**src/design/xcbc_pkg.sv**
```systemverilog
// Shared types, constants and round function for the XTEA CBC cipher.
package xcbc_pkg;

  localparam logic [31:0] XTEA_DELTA = 32'h9E37_79B9;

  localparam int CFG_INDEX_W = 3;

  localparam logic [CFG_INDEX_W-1:0] REG_KEY_WORD_0      = 3'd0;
  localparam logic [CFG_INDEX_W-1:0] REG_KEY_WORD_1      = 3'd1;
  localparam logic [CFG_INDEX_W-1:0] REG_KEY_WORD_2      = 3'd2;
  localparam logic [CFG_INDEX_W-1:0] REG_KEY_WORD_3      = 3'd3;
  localparam logic [CFG_INDEX_W-1:0] REG_DIRECTION       = 3'd4;
  localparam logic [CFG_INDEX_W-1:0] REG_CHAINING_ENABLE = 3'd5;
  localparam logic [CFG_INDEX_W-1:0] REG_INITIAL_VECTOR  = 3'd6;

  typedef logic [3:0][31:0] key_t;

  // Block in flight plus the value XORed onto it at the exit.
  typedef struct packed {
    logic [63:0] block;
    logic [63:0] mask;
    logic        last;
  } cell_data_t;

  function automatic logic [31:0] xtea_mix(input logic [31:0] v);
    return ((v << 4) ^ (v >> 5)) + v;
  endfunction

endpackage

```
**src/design/xcbc_cell.sv**
```systemverilog
// One XTEA half round: a single cell of the cipher chain.
module xcbc_cell
  import xcbc_pkg::*;
#(
  parameter int STEP   = 0,
  parameter int ROUNDS = 32
) (
  input  logic       clk,
  input  logic       rst,
  input  logic       en,
  input  logic       encrypt,
  input  key_t       keys,
  input  logic       in_valid,
  input  cell_data_t in_data,
  output logic       out_valid,
  output cell_data_t out_data
);

  localparam int HALF = (STEP + 1) / 2;
  localparam logic [63:0] SUM_ENC_W = 64'(HALF) * 64'(XTEA_DELTA);
  localparam logic [63:0] SUM_DEC_W = 64'(ROUNDS - HALF) * 64'(XTEA_DELTA);
  localparam logic [31:0] SUM_ENC = SUM_ENC_W[31:0];
  localparam logic [31:0] SUM_DEC = SUM_DEC_W[31:0];
  // Encryption updates the upper word on even steps, decryption on odd ones.
  localparam logic ENC_UPD_V0 = ((STEP % 2) == 0);

  logic        upd_v0;
  logic [31:0] sum;
  logic [1:0]  kidx;
  logic [31:0] v0;
  logic [31:0] v1;
  logic [31:0] src;
  logic [31:0] dst;
  logic [31:0] f;
  logic [31:0] dst_next;
  cell_data_t  data_next;

  always_comb begin
    v0       = in_data.block[63:32];
    v1       = in_data.block[31:0];
    upd_v0   = encrypt ? ENC_UPD_V0 : !ENC_UPD_V0;
    sum      = encrypt ? SUM_ENC : SUM_DEC;
    kidx     = upd_v0 ? sum[1:0] : sum[12:11];
    src      = upd_v0 ? v1 : v0;
    dst      = upd_v0 ? v0 : v1;
    f        = xtea_mix(src) ^ (sum + keys[kidx]);
    dst_next = encrypt ? (dst + f) : (dst - f);
    data_next = in_data;
    if (upd_v0) begin
      data_next.block[63:32] = dst_next;
    end else begin
      data_next.block[31:0] = dst_next;
    end
  end

  always_ff @(posedge clk) begin
    if (rst) begin
      out_valid <= 1'b0;
    end else if (en) begin
      out_valid <= in_valid;
    end
  end

  always_ff @(posedge clk) begin
    if (en) begin
      out_data <= data_next;
    end
  end

endmodule

```
**config.mk**
```make
export PLATFORM = sky130hd
export DESIGN_NAME = xcbc_cell
export DESIGN_NICKNAME = d
export VERILOG_FILES = /design/src/design/xcbc_pkg.sv /design/src/design/xcbc_cell.sv
export SDC_FILE = /design/constraint.sdc
export NUM_CORES = 1
export LEC_CHECK = 0
export BUFFER_PORTS_ARGS = -buffer_cell sky130_fd_sc_hd__buf_2
export CORE_UTILIZATION = 40
export DETAILED_ROUTE_END_ITERATION = 6
export GPL_TIMING_DRIVEN = 1
export PLACE_DENSITY_LB_ADDON = 0.15
export SYNTH_ARGS = -nofsm -noshare
export SYNTH_HDL_FRONTEND = slang
export SYNTH_SLANG_ARGS = --single-unit
```
**constraint.sdc**
```tcl
create_clock -name clk -period 6.7 [get_ports clk]
set_input_delay 0.335 -clock clk [delete_from_list [all_inputs] [get_ports clk]]
set_output_delay 0.335 -clock clk [all_outputs]
set_load 0.02 [all_outputs]
```
* Yosys cells after proc, flatten, opt, wreduce, memory -nomap -nowiden
Cells that the tools add are included.
** Operators by class
- Order comparisons :: 1
- Add/sub/neg operators :: 4
- Bitwise gates (word level) :: 2
- Multiplexer cells :: 10
** Operator list (count)
- $mux 32 :: 7
- $add 32x32->32 :: 3
- $bmux 32 s2 :: 1
- $sub 32x32->32 :: 1
- $xor 32x27->32 :: 1
- $xor 32x32->32 :: 1
- $lt 2x3->1 const B :: 1
- $mux 2 :: 1
- $mux 1 :: 1
** Word-level totals
- Flip-flop bits (word level) :: 130
- Output and inout bits :: 130
- Logic and storage cells :: 21

* Longest topological paths before layout
- Depth in word-level cells :: 9
- Gate-level depth with buffers :: 32

* Worst setup path before layout
Ideal clock, no wire load.
- Kind :: in2reg
- Start point :: input encrypt
- End point :: register out_data[96] in the netlist's numbering, data pin
- Required time :: 6.438 ns
- Stages on the path :: 30
- Arrival time :: 6.710 ns
- Path slack :: -0.272 ns
- Path through :: buf_6 > clkbuf_1 > clkbuf_1 > clkbuf_1 > buf_1 > clkbuf_1 > mux2_2 > ha_1 > a21o_1 > a211o_1 > o211ai_1 > o21ai_0 > xnor2_1 > xnor2_2 > o211ai_1 > nor4_2 > and4_1 > nor2_1 > xnor2_1 > ha_1 > clkbuf_1 > and4_1 > nand2_1 > nand2_1 > nand3_1 > a31o_2 > o21ai_0 > xnor2_1 > a41o_1 > a31oi_1
** RTL lines
- start, declared :: line xcbc_cell.sv:11 : input logic encrypt,
- end signal, assigned :: line xcbc_cell.sv:66 : out_data <= data_next;
- end, declared :: line xcbc_cell.sv:16 : output cell_data_t out_data

==> key figures <==
Run status
  – Run status: complete, no violations

Setup path
  – Worst r2r src: out_valid
  – WP data required: 6.97 ns
  – R2R Path End: out_valid
  – Crit Path Class: in2reg
  – Crit path DAT: 6.37 ns
  – Reg-to-reg slack, setup: 6.11 ns
  – CP Capture Type: register
  – Reg2Reg Depth: 2
  – CP startpoint kind: input pin
  – Max Fanout on Critical Path: 17

Hold path
  – Hold Path Stages: 2
  – Hold EP: out_valid
  – Type of the tightest min-delay check: in2reg
  – Hold_sp: rst

CTS
  – Clock Sink Count: 130
  – CTS Buf Count: 17
  – Root buffer cell: clkbuf_16
  – Clk Latency, worst-skew pair: 0.41 ns
  – CTS tree: done
  – Clock Path Buffers: 2
  – Worst-path clk slew: 0.06 ns
  – Hold-fix buffers at CTS: 0
  – # resized after CTS: 0
  – Post-CTS Setup Repair Bufs: 0
  – H-tree depth: 4

Synthesis
  – Syn_area_per_cell: 9.66 um^2
  – Synth Warn #: 0
  – Syn nets: 1482
  – Area leader, netlist: edfxtp_1
  – Post-synthesis register bit count: 130
  – Synth cell types: 78
  – Post-Syn Area: 11000 um^2
  – Post-synth top cells: 147 x nand2_1, 136 x xnor2_1, 129 x edfxtp_1
  – Primary FF master, synth: edfxtp_1
  – Synth top area cells: edfxtp_1 35%, xnor2_1 11%, ha_1 9.2%
  – Yosys top cell area share: 35.3%
  – Syn Inst Count: 1137
  – Sequential area share after synthesis: 35.4%
  – Async set or reset register ratio after synthesis: 0%
  – Most numerous cell in the Yosys netlist: nand2_1
  – Number of synthesized flops with an enable pin: 129

Global route
  – Global route total overflow: 0
  – Largest net degree at the start of global routing: 81
  – Vias in the first global route: 8798
  – First-pass GRT wire length: 47400 um
  – Initial antenna violation count: 4
  – Gr usage total: 21.7%

Timing
  – RSZ-0062 raised after global routing: false
  – Number of max-slew violations in the final report: 0
  – Min Tclk post-route: 6.10 ns
  – Slew @ Worst Pin: 1.02 ns
  – Worst Clk Skew: 0 ns
  – FMAX: 0.164 GHz
  – Final Hold Viols: 0
  – Slew margin rel.: 31.8%
  – Period utilization: 91.1%
  – Final setup viols: 0
  – TNS Setup: 0 ns

Floorplanning
  – Die extent in x: 168 um
  – Die H: 168 um
  – Initial core utilization: 40.8%
  – Core ar.: 27000 um^2
  – Row count: 60
  – Die area: 28100 um^2
  – I/O pin count: 392

Cells and area
  – Net total in the final layout: 1816
  – Fraction of layout cells with a size suffix above 1: 31.3%
  – Layout area overhead: 24.9%
  – Final Util: 50.9%

Route
  – Avg WL per Cell: 16.9 um
  – Vias post-DR: 9487
  – Wl on met1: 14300 um
  – Iteration-0 DRC Markers: 522
  – Total length of routed met3 wires: 1370 um
  – Metal2 WL: 14800 um
  – Residual DRC: 0
  – Drt first pass iters: 5
  – Final WL: 30900 um
  – Vias per cell: 5.20
  – Top sig layer: met5
  – Final antenna-violating net count: 0

Power
  – Pwr dens: 382 nW/um^2
  – Static leakage: 0.00619 uW
  – Worst ir drop on vdd: 0.000151 V

Placement
  – IO buf count: 327
  – GP Congestion: 0.854
  – HPWL Detailed: 25500 um

Run
  – Max-cap violation count: 0
## per-layer routing
metal  vias up  track usage (%)
met2       254             36.5
met5         -                0
met1      4377             28.8
met4         6             5.54
li1       4823                -
met3        27             3.45
## cells by family (layout without fill, tap and decap cells)
family,Yosys count,in the layout,share of synthesized area (%)
compound gates,289,289,17.5
xor+xnor,170,170,13.9
fa+ha+maj,83,83,9.59
buf+inv,72,419,2.64
flops,130,130,35.4
mux,70,70,7.12
other cells,0,1,0
simple gates,323,323,13.9
## placed cells by master (no fill, tap or decap), types with 14 or more instances in the layout
cell type,instances
inv_1,36
ha_1,81
clkbuf_16,17
buf_4,22
o21bai_1,15
o21ai_0,45
nand3_1,16
mux2_2,55
buf_2,325
xor2_1,31
nor2b_1,17
a21oi_1,84
nand2_1,147
mux2i_1,14
xnor2_1,136
nor2_1,66
a31oi_1,23
a21o_1,46
edfxtp_1,129
## critical path, cell delays in order
cell	delay, ns
buf_6	0.17
nor2b_1	0.08
nand2b_1	0.28
ha_1	0.31
fa_1	0.43
a211oi_1	0.35
nor4b_2	0.12
o211ai_2	0.24
a31oi_1	0.15
a311o_1	0.44
xnor2_2	0.29
o211ai_1	0.18
nor4_2	0.41
and4_1	0.33
nor2_1	0.07
xnor2_1	0.14
ha_1	0.42
and4_1	0.26
nand2_1	0.06
nand2_1	0.09
nand3_1	0.11
a31o_2	0.27
o21ai_0	0.28
xnor2_1	0.16
a41o_1	0.22
a31oi_1	0.15
## flip-flops by register name (all words and copies together), names as in the netlist
register,flops
out_data,129
out_valid,1
## cell type report
type	instances	area (um^2)
timing repair buffer	350	1840
antenna	1	2.50
tap	341	427
fill	2553	13200
sequential	130	3890
clock inverter	15	193
multi-input combinational	935	6800
clock buffer	17	425
inverter	37	139
## worst max-delay path by stage
stage / start / endpoint / slack, ns
CTS: encrypt / out_data[96] / 0.70
global placement: encrypt / out_data[96] / 0.37
global route: encrypt / out_data[96] / 0.07
finish: encrypt / out_data[96] / 0.60
floorplan: encrypt / out_data[96] / 0.1
detailed placement: encrypt / out_data[96] / 0.27
## stage by stage
step	std cells	hold slack [ns]	cell area [um^2]	setup WS, ns	power, uW
2_1_floorplan	1137	0.407	11000	0.0999	3490
3_3_place_gp	1793	0.476	13100	0.374	4230
3_5_place_dp	1793	0.490	13100	0.268	4270
4_1_cts	1825	0.0570	13700	0.703	5260
5_1_grt	1826	0.0618	13700	0.0678	5630
6_report	1826	0.0742	13700	0.597	5240
## where the power goes
group	total (uW)	leakage [uW]	switching, uW	internal (uW)
sequential	1210	0.00127	44.6	1160
combinational	3060	0.00462	1800	1270
clock	972	0.000297	375	597
Note: power is estimated with default switching activity, not from simulation.
